==> src/rtl/i2c_master_bit_engine_top_macros.svh <==
// Assertion macros for the I2C master bit engine.
// Used by the top level only; no other dependencies.
`ifndef I2C_MASTER_BIT_ENGINE_TOP_MACROS_SVH
`define I2C_MASTER_BIT_ENGINE_TOP_MACROS_SVH
`ifndef SYNTHESIS
`define I2CMBE_ASSERT_NOW(lbl, ante, cons, msg) \
	lbl: assert property (@(posedge clk) disable iff (!arst_n) (ante) |-> (cons)) \
		else $error(msg);
`define I2CMBE_ASSERT_NEXT(lbl, ante, cons, msg) \
	lbl: assert property (@(posedge clk) disable iff (!arst_n) (ante) |=> (cons)) \
		else $error(msg);
`else
`define I2CMBE_ASSERT_NOW(lbl, ante, cons, msg)
`define I2CMBE_ASSERT_NEXT(lbl, ante, cons, msg)
`endif
`endif

==> src/rtl/i2cmbe_pkg.sv <==
// Types and constants shared by the I2C master bit engine modules.
// No dependencies.
`timescale 1ns / 1ps

package i2cmbe_pkg;

	typedef enum logic [2:0] {
		CMD_NONE  = 3'd0,
		CMD_START = 3'd1,
		CMD_WRITE = 3'd2,
		CMD_READ  = 3'd3,
		CMD_STOP  = 3'd4
	} cmd_t;

	typedef enum logic [10:0] {
		PH_IDLE        = 11'b000_0000_0001,
		PH_START_RISE  = 11'b000_0000_0010,
		PH_START_SETUP = 11'b000_0000_0100,
		PH_START_HOLD  = 11'b000_0000_1000,
		PH_STOP_SETUP  = 11'b000_0001_0000,
		PH_STOP_RISE   = 11'b000_0010_0000,
		PH_STOP_HOLD   = 11'b000_0100_0000,
		PH_STOP_END    = 11'b000_1000_0000,
		PH_BIT_SETUP   = 11'b001_0000_0000,
		PH_BIT_RISE    = 11'b010_0000_0000,
		PH_BIT_HIGH    = 11'b100_0000_0000
	} phase_t;

	typedef enum logic [1:0] {
		FAULT_NONE    = 2'd0,
		FAULT_STRETCH = 2'd1,
		FAULT_SDA_LOW = 2'd2
	} fault_t;

	typedef struct packed {
		cmd_t       cmd;
		logic [7:0] write_data;
		logic       send_ack;
		logic       sda_level;
		logic       scl_level;
	} item_t;

	localparam int unsigned CFG_HALF_PERIOD = 0;
	localparam int unsigned CFG_STRETCH     = 1;
	localparam logic [15:0] HALF_PERIOD_RESET = 16'd5;
	localparam logic [15:0] STRETCH_RESET     = 16'd1000;
	localparam logic [3:0]  DATA_BITS         = 4'd8;

endpackage

==> src/rtl/i2cmbe_front.sv <==
// Front end: accepts tick beats, classifies the command and queues them.
// Depends on i2cmbe_pkg.
`timescale 1ns / 1ps

module i2cmbe_front (
	input  logic                clk,
	input  logic                arst_n,
	input  logic                s_tvalid,
	output logic                s_tready,
	input  logic [15:0]         s_tdata,  // write_data[7:0], send_ack[8], sda_level[9], scl_level[10]
	input  logic [2:0]          s_tuser,  // operation[2:0]
	output logic                q_valid,
	output i2cmbe_pkg::item_t   q_item,
	input  logic                q_pop
);

	i2cmbe_pkg::item_t fifo_q [2];
	logic              wr_ptr_q;
	logic              rd_ptr_q;
	logic [1:0]        count_q;
	i2cmbe_pkg::item_t item_in;
	logic              push;

	always_comb begin
		case (s_tuser)
			i2cmbe_pkg::CMD_START: item_in.cmd = i2cmbe_pkg::CMD_START;
			i2cmbe_pkg::CMD_WRITE: item_in.cmd = i2cmbe_pkg::CMD_WRITE;
			i2cmbe_pkg::CMD_READ:  item_in.cmd = i2cmbe_pkg::CMD_READ;
			i2cmbe_pkg::CMD_STOP:  item_in.cmd = i2cmbe_pkg::CMD_STOP;
			default:               item_in.cmd = i2cmbe_pkg::CMD_NONE;
		endcase
		item_in.write_data = s_tdata[7:0];
		item_in.send_ack   = s_tdata[8];
		item_in.sda_level  = s_tdata[9];
		item_in.scl_level  = s_tdata[10];
	end

	assign s_tready = (count_q != 2'd2);
	assign push     = s_tvalid && s_tready;
	assign q_valid  = (count_q != 2'd0);
	assign q_item   = fifo_q[rd_ptr_q];

	always_ff @(posedge clk) begin
		if (push) begin
			fifo_q[wr_ptr_q] <= item_in;
		end
	end

	always_ff @(posedge clk or negedge arst_n) begin
		if (!arst_n) begin
			wr_ptr_q <= 1'b0;
			rd_ptr_q <= 1'b0;
			count_q  <= 2'd0;
		end else begin
			if (push) begin
				wr_ptr_q <= ~wr_ptr_q;
			end
			if (q_pop) begin
				rd_ptr_q <= ~rd_ptr_q;
			end
			case ({push, q_pop})
				2'b10:   count_q <= count_q + 2'd1;
				2'b01:   count_q <= count_q - 2'd1;
				default: count_q <= count_q;
			endcase
		end
	end

endmodule

==> src/rtl/i2cmbe_core.sv <==
// Back end: bus condition sequencer, one queued tick per step, registered result beat.
// Depends on i2cmbe_pkg.
`timescale 1ns / 1ps

module i2cmbe_core (
	input  logic                clk,
	input  logic                arst_n,
	input  logic                q_valid,
	input  i2cmbe_pkg::item_t   q_item,
	output logic                q_pop,
	input  logic [15:0]         half_period,
	input  logic [15:0]         stretch_timeout,
	output logic                m_tvalid,
	input  logic                m_tready,
	output logic [15:0]         m_tdata   // scl_pull_low[0], sda_pull_low[1], busy_res[2],
	                                      // done_res[3], read_data[11:4], acked[12], fault[14:13]
);

	i2cmbe_pkg::phase_t phase_q,   phase_d;
	i2cmbe_pkg::cmd_t   kind_q,    kind_d;
	i2cmbe_pkg::fault_t fault_q,   fault_d;
	logic [3:0]         bitc_q,    bitc_d;
	logic [7:0]         shift_q,   shift_d;
	logic               ackc_q,    ackc_d;
	logic [15:0]        delay_q,   delay_d;
	logic [15:0]        stretch_q, stretch_d;
	logic               scl_q,     scl_d;
	logic               sda_q,     sda_d;
	logic [7:0]         rdata_q,   rdata_d;
	logic               acked_q,   acked_d;
	logic               done_d;
	logic               m_tvalid_q;
	logic [15:0]        m_tdata_q;

	logic [16:0] delay_inc;
	logic        delay_over;
	logic [15:0] delay_wrap;
	logic [15:0] stretch_inc;
	logic        stretch_out;
	logic [3:0]  bitc_inc;
	logic        step;

	assign step  = q_valid && (!m_tvalid_q || m_tready);
	assign q_pop = step;

	assign delay_inc   = {1'b0, delay_q} + 17'd1;
	assign delay_over  = (delay_inc >= {1'b0, half_period});
	assign delay_wrap  = delay_over ? 16'd0 : delay_inc[15:0];
	assign stretch_inc = (stretch_q != 16'hFFFF) ? stretch_q + 16'd1 : stretch_q;
	assign stretch_out = (stretch_inc >= stretch_timeout);
	assign bitc_inc    = bitc_q + 4'd1;

	always_comb begin
		phase_d   = phase_q;
		kind_d    = kind_q;
		fault_d   = fault_q;
		bitc_d    = bitc_q;
		shift_d   = shift_q;
		ackc_d    = ackc_q;
		delay_d   = delay_q;
		stretch_d = stretch_q;
		scl_d     = scl_q;
		sda_d     = sda_q;
		rdata_d   = rdata_q;
		acked_d   = acked_q;
		done_d    = 1'b0;
		case (phase_q)
			i2cmbe_pkg::PH_IDLE: begin
				if (q_item.cmd != i2cmbe_pkg::CMD_NONE) begin
					kind_d    = q_item.cmd;
					fault_d   = i2cmbe_pkg::FAULT_NONE;
					delay_d   = 16'd0;
					stretch_d = 16'd0;
					bitc_d    = 4'd0;
					case (q_item.cmd)
						i2cmbe_pkg::CMD_START: begin
							sda_d   = 1'b0;
							scl_d   = 1'b0;
							phase_d = i2cmbe_pkg::PH_START_RISE;
						end
						i2cmbe_pkg::CMD_WRITE: begin
							shift_d = q_item.write_data;
							acked_d = 1'b0;
							sda_d   = ~q_item.write_data[7];
							phase_d = i2cmbe_pkg::PH_BIT_SETUP;
						end
						i2cmbe_pkg::CMD_READ: begin
							shift_d = 8'd0;
							ackc_d  = q_item.send_ack;
							sda_d   = 1'b0;
							phase_d = i2cmbe_pkg::PH_BIT_SETUP;
						end
						default: begin
							sda_d   = 1'b1;
							phase_d = i2cmbe_pkg::PH_STOP_SETUP;
						end
					endcase
				end
			end
			i2cmbe_pkg::PH_START_RISE: begin
				if (q_item.scl_level) begin
					if (!q_item.sda_level) begin
						sda_d   = 1'b0;
						phase_d = i2cmbe_pkg::PH_IDLE;
						done_d  = 1'b1;
						fault_d = i2cmbe_pkg::FAULT_SDA_LOW;
					end else begin
						delay_d = 16'd0;
						phase_d = i2cmbe_pkg::PH_START_SETUP;
					end
				end else begin
					stretch_d = stretch_inc;
					if (stretch_out) begin
						phase_d = i2cmbe_pkg::PH_IDLE;
						done_d  = 1'b1;
						fault_d = i2cmbe_pkg::FAULT_STRETCH;
					end
				end
			end
			i2cmbe_pkg::PH_START_SETUP: begin
				delay_d = delay_wrap;
				if (delay_over) begin
					sda_d   = 1'b1;
					phase_d = i2cmbe_pkg::PH_START_HOLD;
				end
			end
			i2cmbe_pkg::PH_START_HOLD: begin
				delay_d = delay_wrap;
				if (delay_over) begin
					scl_d   = 1'b1;
					phase_d = i2cmbe_pkg::PH_IDLE;
					done_d  = 1'b1;
					fault_d = i2cmbe_pkg::FAULT_NONE;
				end
			end
			i2cmbe_pkg::PH_STOP_SETUP: begin
				delay_d = delay_wrap;
				if (delay_over) begin
					scl_d     = 1'b0;
					stretch_d = 16'd0;
					phase_d   = i2cmbe_pkg::PH_STOP_RISE;
				end
			end
			i2cmbe_pkg::PH_STOP_RISE: begin
				if (q_item.scl_level) begin
					delay_d = 16'd0;
					phase_d = i2cmbe_pkg::PH_STOP_HOLD;
				end else begin
					stretch_d = stretch_inc;
					if (stretch_out) begin
						sda_d   = 1'b0;
						phase_d = i2cmbe_pkg::PH_IDLE;
						done_d  = 1'b1;
						fault_d = i2cmbe_pkg::FAULT_NONE;
					end
				end
			end
			i2cmbe_pkg::PH_STOP_HOLD: begin
				delay_d = delay_wrap;
				if (delay_over) begin
					sda_d   = 1'b0;
					phase_d = i2cmbe_pkg::PH_STOP_END;
				end
			end
			i2cmbe_pkg::PH_STOP_END: begin
				delay_d = delay_wrap;
				if (delay_over) begin
					phase_d = i2cmbe_pkg::PH_IDLE;
					done_d  = 1'b1;
					fault_d = i2cmbe_pkg::FAULT_NONE;
				end
			end
			i2cmbe_pkg::PH_BIT_SETUP: begin
				delay_d = delay_wrap;
				if (delay_over) begin
					scl_d     = 1'b0;
					stretch_d = 16'd0;
					phase_d   = i2cmbe_pkg::PH_BIT_RISE;
				end
			end
			i2cmbe_pkg::PH_BIT_RISE: begin
				if (q_item.scl_level) begin
					if (bitc_q < i2cmbe_pkg::DATA_BITS) begin
						if (kind_q == i2cmbe_pkg::CMD_READ) begin
							shift_d = {shift_q[6:0], q_item.sda_level};
						end
					end else if (kind_q == i2cmbe_pkg::CMD_WRITE) begin
						acked_d = ~q_item.sda_level;
					end
					delay_d = 16'd0;
					phase_d = i2cmbe_pkg::PH_BIT_HIGH;
				end else begin
					stretch_d = stretch_inc;
					if (stretch_out) begin
						phase_d = i2cmbe_pkg::PH_IDLE;
						done_d  = 1'b1;
						fault_d = i2cmbe_pkg::FAULT_STRETCH;
					end
				end
			end
			i2cmbe_pkg::PH_BIT_HIGH: begin
				delay_d = delay_wrap;
				if (delay_over) begin
					scl_d  = 1'b1;
					bitc_d = bitc_inc;
					if (bitc_inc < i2cmbe_pkg::DATA_BITS) begin
						if (kind_q == i2cmbe_pkg::CMD_WRITE) begin
							sda_d = ~shift_q[3'd7 - bitc_inc[2:0]];
						end
						phase_d = i2cmbe_pkg::PH_BIT_SETUP;
					end else if (bitc_inc == i2cmbe_pkg::DATA_BITS) begin
						sda_d   = (kind_q == i2cmbe_pkg::CMD_READ) ? ackc_q : 1'b0;
						phase_d = i2cmbe_pkg::PH_BIT_SETUP;
					end else begin
						if (kind_q == i2cmbe_pkg::CMD_READ) begin
							sda_d   = 1'b0;
							rdata_d = shift_q;
						end
						phase_d = i2cmbe_pkg::PH_IDLE;
						done_d  = 1'b1;
						fault_d = i2cmbe_pkg::FAULT_NONE;
					end
				end
			end
			default: begin
				phase_d = i2cmbe_pkg::PH_IDLE;
			end
		endcase
	end

	always_ff @(posedge clk or negedge arst_n) begin
		if (!arst_n) begin
			phase_q    <= i2cmbe_pkg::PH_IDLE;
			kind_q     <= i2cmbe_pkg::CMD_NONE;
			fault_q    <= i2cmbe_pkg::FAULT_NONE;
			bitc_q     <= 4'd0;
			shift_q    <= 8'd0;
			ackc_q     <= 1'b0;
			delay_q    <= 16'd0;
			stretch_q  <= 16'd0;
			scl_q      <= 1'b0;
			sda_q      <= 1'b0;
			rdata_q    <= 8'd0;
			acked_q    <= 1'b0;
			m_tvalid_q <= 1'b0;
		end else if (step) begin
			phase_q    <= phase_d;
			kind_q     <= kind_d;
			fault_q    <= fault_d;
			bitc_q     <= bitc_d;
			shift_q    <= shift_d;
			ackc_q     <= ackc_d;
			delay_q    <= delay_d;
			stretch_q  <= stretch_d;
			scl_q      <= scl_d;
			sda_q      <= sda_d;
			rdata_q    <= rdata_d;
			acked_q    <= acked_d;
			m_tvalid_q <= 1'b1;
		end else if (m_tready) begin
			m_tvalid_q <= 1'b0;
		end
	end

	always_ff @(posedge clk) begin
		if (step) begin
			m_tdata_q <= {1'b0, fault_d, acked_d, rdata_d, done_d,
				(phase_d != i2cmbe_pkg::PH_IDLE), sda_d, scl_d};
		end
	end

	assign m_tvalid = m_tvalid_q;
	assign m_tdata  = m_tdata_q;

endmodule

==> src/rtl/i2c_master_bit_engine_top.sv <==
// Top level of the I2C master bit engine: APB register file, front queue, back-end sequencer.
// Depends on i2cmbe_pkg, i2cmbe_front, i2cmbe_core and the macro header.
`timescale 1ns / 1ps
`include "i2c_master_bit_engine_top_macros.svh"

// One slave beat is one bus tick carrying the sampled SDA/SCL levels and an optional
// command (start, write byte, read byte, stop; taken only while idle). Every tick yields
// exactly one master beat with the pull-low enables, busy, a one-tick done pulse, the last
// read byte, the ack of the last written byte and the fault code of the last command.
// Throughput is one tick per clock unless the result stream stalls: a two-entry queue
// feeds a single-step sequencer whose result register is reloaded whenever it is empty
// or being taken; a tick is queued, then popped and registered. Registers: half_period_ticks
// at byte 0x0, stretch_timeout_ticks at 0x4; write them only while the engine is idle.

module i2c_master_bit_engine_top (
	input  logic        clk,
	input  logic        arst_n,
	input  logic        s_tvalid,
	output logic        s_tready,
	input  logic [15:0] s_tdata,   // write_data[7:0], send_ack[8], sda_level[9], scl_level[10]
	input  logic [2:0]  s_tuser,   // operation[2:0]
	output logic        m_tvalid,
	input  logic        m_tready,
	output logic [15:0] m_tdata,   // scl_pull_low[0], sda_pull_low[1], busy_res[2],
	                               // done_res[3], read_data[11:4], acked[12], fault[14:13]
	input  logic        psel,
	input  logic        penable,
	input  logic        pwrite,
	input  logic [2:0]  paddr,
	input  logic [31:0] pwdata,
	output logic [31:0] prdata,
	output logic        pready
);

	logic [15:0]       half_q;
	logic [15:0]       stretch_q;
	logic              cfg_wr;
	logic              q_valid;
	logic              q_pop;
	i2cmbe_pkg::item_t q_item;

	assign pready = 1'b1;
	assign cfg_wr = psel && penable && pwrite && pready;

	always_ff @(posedge clk or negedge arst_n) begin
		if (!arst_n) begin
			half_q    <= i2cmbe_pkg::HALF_PERIOD_RESET;
			stretch_q <= i2cmbe_pkg::STRETCH_RESET;
		end else if (cfg_wr) begin
			if (paddr[2] == 1'(i2cmbe_pkg::CFG_HALF_PERIOD)) begin
				half_q <= pwdata[15:0];
			end else begin
				stretch_q <= pwdata[15:0];
			end
		end
	end

	assign prdata = (paddr[2] == 1'(i2cmbe_pkg::CFG_STRETCH)) ? {16'd0, stretch_q}
		: {16'd0, half_q};

	i2cmbe_front u_front (
		.clk      (clk),
		.arst_n   (arst_n),
		.s_tvalid (s_tvalid),
		.s_tready (s_tready),
		.s_tdata  (s_tdata),
		.s_tuser  (s_tuser),
		.q_valid  (q_valid),
		.q_item   (q_item),
		.q_pop    (q_pop)
	);

	i2cmbe_core u_core (
		.clk             (clk),
		.arst_n          (arst_n),
		.q_valid         (q_valid),
		.q_item          (q_item),
		.q_pop           (q_pop),
		.half_period     (half_q),
		.stretch_timeout (stretch_q),
		.m_tvalid        (m_tvalid),
		.m_tready        (m_tready),
		.m_tdata         (m_tdata)
	);

	`I2CMBE_ASSERT_NOW(a_done_not_busy, m_tvalid && m_tdata[3], !m_tdata[2], "done while busy")
	`I2CMBE_ASSERT_NOW(a_fault_code, m_tvalid, m_tdata[14:13] != 2'b11, "illegal fault code")
	`I2CMBE_ASSERT_NEXT(a_cfg_half, cfg_wr && !paddr[2], half_q == $past(pwdata[15:0]), "write lost")
	`I2CMBE_ASSERT_NOW(a_pop_valid, q_pop, q_valid, "pop from empty queue")

endmodule

==> config.mk <==
export PLATFORM = sky130hd
export DESIGN_NAME = i2c_master_bit_engine_top
export DESIGN_NICKNAME = d
export VERILOG_FILES = /design/src/rtl/i2cmbe_pkg.sv /design/src/rtl/i2cmbe_front.sv /design/src/rtl/i2cmbe_core.sv /design/src/rtl/i2c_master_bit_engine_top.sv
export VERILOG_INCLUDE_DIRS = /design/src /design/src/rtl
export SDC_FILE = /design/constraint.sdc
export NUM_CORES = 1
export LEC_CHECK = 0
export BUFFER_PORTS_ARGS = -buffer_cell sky130_fd_sc_hd__clkbuf_2
export CORE_MARGIN = 2
export CORE_UTILIZATION = 30
export CTS_BUF_LIST = sky130_fd_sc_hd__clkbuf_8
export DETAILED_ROUTE_END_ITERATION = 6
export SYNTH_ARGS = -nofsm -noshare
export SYNTH_HDL_FRONTEND = slang
export SYNTH_SLANG_ARGS = --single-unit
==> constraint.sdc <==
create_clock -name clk -period 7.2 [get_ports clk]
set_clock_uncertainty 0.15 [all_clocks]
set_input_delay 0.36 -clock clk [delete_from_list [all_inputs] [get_ports clk]]
set_output_delay 0.36 -clock clk [all_outputs]
set_load 0.01 [all_outputs]
==> impl_metrics.py <==
metrics = {
    "run_status": {
        "run_status": "finished, final reports clean",
    },
    "grt": {
        "grtUsageTotal_pct": 13.8,
        "number_of_antenna_violations_at_the_first_check_in_global_routing": 0,
        "pin_count_of_the_biggest_net_entering_global_routing": 67,
        "grt_pass1_wl_um": 33700,
        "grt_pass1_vias": 6277,
        "global_route.overflow_total": 0,
    },
    "worst_setup_path": {
        "rr_endpoint": "u_core.rdata_q[1]",
        "max_stage_delay_ns": 0.69,
        "critical_path_class": "reg2reg",
        "worstPathRequired_ns": 7.40,
        "crit_path_end": "u_core.rdata_q[1]",
        "critical_path.startpoint": "u_core.delay_q[2]",
        "timing.critical_path.to_type": "register",
        "timing.reg2reg.worst_path_depth": 15,
        "worst_path_max_delay_cell": "sky130_fd_sc_hd__a2111oi_4",
        "path_cells": "and2_1 -> nand4_1 -> nor2_1 -> nand3_1 -> nor2_1 -> xnor2_1 -> inv_1 -> ha_1 -> nand3_1 -> nor3_1 -> nand4_1 -> o211a_1 -> a2111oi_4 -> and2_1 -> mux2_4",
        "worst-path-max-fanout": 9,
        "timing.critical_path.arrival_ns": 5.04,
        "r2r_setup_slack_ns": 2.37,
        "crit_path_start_kind": "register",
        "rr_startpoint": "u_core.delay_q[2]",
    },
    "flow_run": {
        "maxCapViolations": 0,
    },
    "route": {
        "drt_drc_violations_left": 0,
        "final_antenna_violating_net_count": 0,
        "drt-initial-drc-count": 500,
        "detail_route.wl_per_cell_um": 15.7,
        "route.detailed.vias_per_inst": 4.95,
        "final_wl_um": 20800,
        "detailedRoute.firstPassIterationCount": 5,
        "route.vias.total": 6579,
    },
    "floorplanning": {
        "number_of_standard_cell_rows_in_the_floorplan": 62,
        "die-area_mm2": 0.0306,
        "dieWidth_um": 175,
        "design.core.area_mm2": 0.0288,
        "initial_utilization_pct": 30.5,
        "vertical_die_dimension_um": 175,
        "top_level_ports": 112,
    },
    "layout": {
        "area_growth_pct": 14.9,
        "final_common_cell": "sky130_fd_sc_hd__dfrtp_1",
        "regArea_mm2": 0.00403,
        "multi_input_area_mm2": 0.00433,
        "finish.net_count": 1030,
        "n_antenna_cell": 0,
        "stdcell_count": 1330,
        "layout.cell_area.non_filler_mm2": 0.0101,
        "nFillCells": 2895,
        "final_core_util_pct": 35.0,
        "share_of_final_layout_standard_cells_stronger_than_drive_strength_1_pct": 19.3,
        "leading_cell_types_in_the_layout_fill_and_taps_excluded": "100 x sky130_fd_sc_hd__dfrtp_1, 76 x sky130_fd_sc_hd__nand2_1, 69 x sky130_fd_sc_hd__clkbuf_2",
    },
    "yosys": {
        "synth-seq-area-share_pct": 45.9,
        "synth_warnings": 0,
        "postSynthAreaPerCell_um2": 10.3,
        "netlist_instances": 848,
        "synth_enable_flop_cells": 43,
        "syn_area_mm2": 0.00877,
        "synthArstFlopShare_pct": 71.7,
        "yosys_register_bits": 152,
        "synth.lib_cells_used.distinct": 72,
        "ys.flop_type": "sky130_fd_sc_hd__dfrtp_1",
    },
    "clocking": {
        "cts-htree-levels": 4,
        "cts_setup_buffers": 0,
        "numCtsBuffers": 17,
        "clockRootBuffer": "sky130_fd_sc_hd__clkbuf_8",
        "clk-insertion-delay-late_ns": 0.48,
        "numClockSinks": 152,
        "clock_tree.buffer_depth": 2,
        "tritoncts": "done",
        "clk_pin_slew_ns": 0.11,
        "ctsResizeCount": 0,
        "postCtsHoldBufs": 27,
    },
    "timing": {
        "setup-tns-final_ns": 0,
        "fraction_of_the_cycle_the_final_worst_path_needs_pct": 67.1,
        "finalHoldWorstSlack_ns": 0.0380,
        "hold_viol": 0,
        "max_clock_freq_mhz": 207,
        "final-max-slew-violation-count": 0,
        "tightest_slew_ns": 1.19,
        "postLayoutSetupSlackWorst_ns": 2.37,
        "fin_crit_ns": 4.83,
        "rsz0062_at_grt": "false",
        "relSlewSlack_pct": 20.5,
        "setup_viol_count_final": 0,
    },
    "place": {
        "port_buffer_count": 70,
        "gpl.final_weighted_congestion": 0.919,
        "dp_hpwl_um": 15100,
        "post_dp_cell_area_mm2": 0.00940,
        "detailedPlace.worstSlack_ns": 2.40,
        "place_inst": 1271,
    },
    "min_path": {
        "hold_path_class": "in2reg",
    },
    "power_and_ir_drop": {
        "vdd_ir_drop_max_v": 0.000171,
        "power.density_mw_per_mm2": 302,
        "p_leak_nw": 4.49,
        "p_total_mw": 3.04,
    },
}
-- critical path: cells and delay by family (launching register included) --
kind	cells	cell delay [ns]
buf+inv	1	0.07
flops	1	0.42
fa+ha+maj	1	0.29
compound gates	2	1.08
xor+xnor	1	0.16
mux	1	0.34
simple gates	9	2.17
-- cell families after synthesis --
group	after synthesis	share of synthesized area (%)
and+or+nand+nor	262	16.0
AOI/OAI and AO/OA	195	14.6
DFF	152	45.9
buffers and inverters	96	5.38
muxes	71	9.48
adders and majority gates	36	5.13
xor gates and xnor gates	34	3.39
other	2	0.0856
-- state kept, by name, indices dropped and copies added (netlist names), 2 cells and up --
register          cells
half_q               16
stretch_q            16
u_core.bitc_q         4
u_core.delay_q       16
u_core.fault_q        2
u_core.kind_q         3
u_core.m_tdata       15
u_core.phase_q       11
u_core.rdata_q        8
u_core.shift_q        8
u_core.stretch_q     16
u_front.count_q       2
u_front.fifo_q       28
-- area by class of cell --
class                   count  area share [%]
multi-input cells         616            43.0
flip-flops and latches    152            40.0
repair buffers            102            6.55
well taps                 384            4.76
clock buffers              17            2.32
clock inverters            15            1.81
inverters                  44            1.64
-- where the power goes --
group	internal, mW	total (mW)	switching (mW)
registers	1.10	1.28	0.180
clock network	0.323	0.702	0.379
logic	0.404	1.06	0.653
-- synthesized netlist by cell type, types with 5 or more instances --
master                        n  share of area, %
sky130_fd_sc_hd__nand2b_1    14               1.0
sky130_fd_sc_hd__nor2_1      44               1.9
sky130_fd_sc_hd__nand2_1     76               3.3
sky130_fd_sc_hd__dfstp_2      9               2.7
sky130_fd_sc_hd__a21o_1      14               1.2
sky130_fd_sc_hd__a21oi_1     35               2.0
sky130_fd_sc_hd__mux2i_1     16               1.8
sky130_fd_sc_hd__nor3b_1      5              0.43
sky130_fd_sc_hd__o22ai_1      7              0.50
sky130_fd_sc_hd__mux2_2      45               5.8
sky130_fd_sc_hd__o211ai_1     8              0.68
sky130_fd_sc_hd__or3_1        7              0.50
sky130_fd_sc_hd__o21ai_1      7              0.40
sky130_fd_sc_hd__dfrtp_1    100                29
sky130_fd_sc_hd__buf_2        5              0.29
sky130_fd_sc_hd__a22o_1      17               1.7
sky130_fd_sc_hd__mux2_4       8               1.4
sky130_fd_sc_hd__clkbuf_1    22              0.94
sky130_fd_sc_hd__and3_1       7              0.50
sky130_fd_sc_hd__buf_4       18               1.5
sky130_fd_sc_hd__nor3_1      13              0.74
sky130_fd_sc_hd__and4_1       6              0.60
sky130_fd_sc_hd__nand3_1     27               1.5
sky130_fd_sc_hd__and2_1       6              0.43
sky130_fd_sc_hd__o2bb2ai_1    7              0.70
sky130_fd_sc_hd__nand3b_1     8              0.68
sky130_fd_sc_hd__inv_1       43               1.8
sky130_fd_sc_hd__o21ai_0     59               3.4
sky130_fd_sc_hd__o21a_1       5              0.43
sky130_fd_sc_hd__xnor2_1     23               2.3
sky130_fd_sc_hd__buf_6        5              0.64
sky130_fd_sc_hd__ha_1        36               5.1
sky130_fd_sc_hd__nand4_1     14               1.0
sky130_fd_sc_hd__edfxtp_1    43                15
sky130_fd_sc_hd__xor2_1      11               1.1
sky130_fd_sc_hd__nor2b_1      6              0.43
-- metal layers --
layer / vias up / share of wire [%] / GRT usage, %
met2: 147 / 46 / 21.5
met3: 20 / 4.4 / 2.76
met5: - / 0 / 0
met4: 0 / 1.1 / 3.89
li1: 3233 / - / -
met1: 3179 / 49 / 19.5
-- worst min-delay path by stage --
stage               start               end  slack (ns)  cells past startpoint
6_report         s_tvalid  u_front.wr_ptr_q        0.04                      3
3_5_place_dp       arst_n      stretch_q[1]        0.26                      1
3_3_place_gp       arst_n         half_q[1]        0.25                      1
4_1_cts        pwdata[10]        half_q[10]       0.003                      2
5_1_grt        pwdata[10]        half_q[10]        0.01                      2
2_1_floorplan      arst_n        half_q[10]       -0.09                      0
Power figures use the tool's default switching activity.
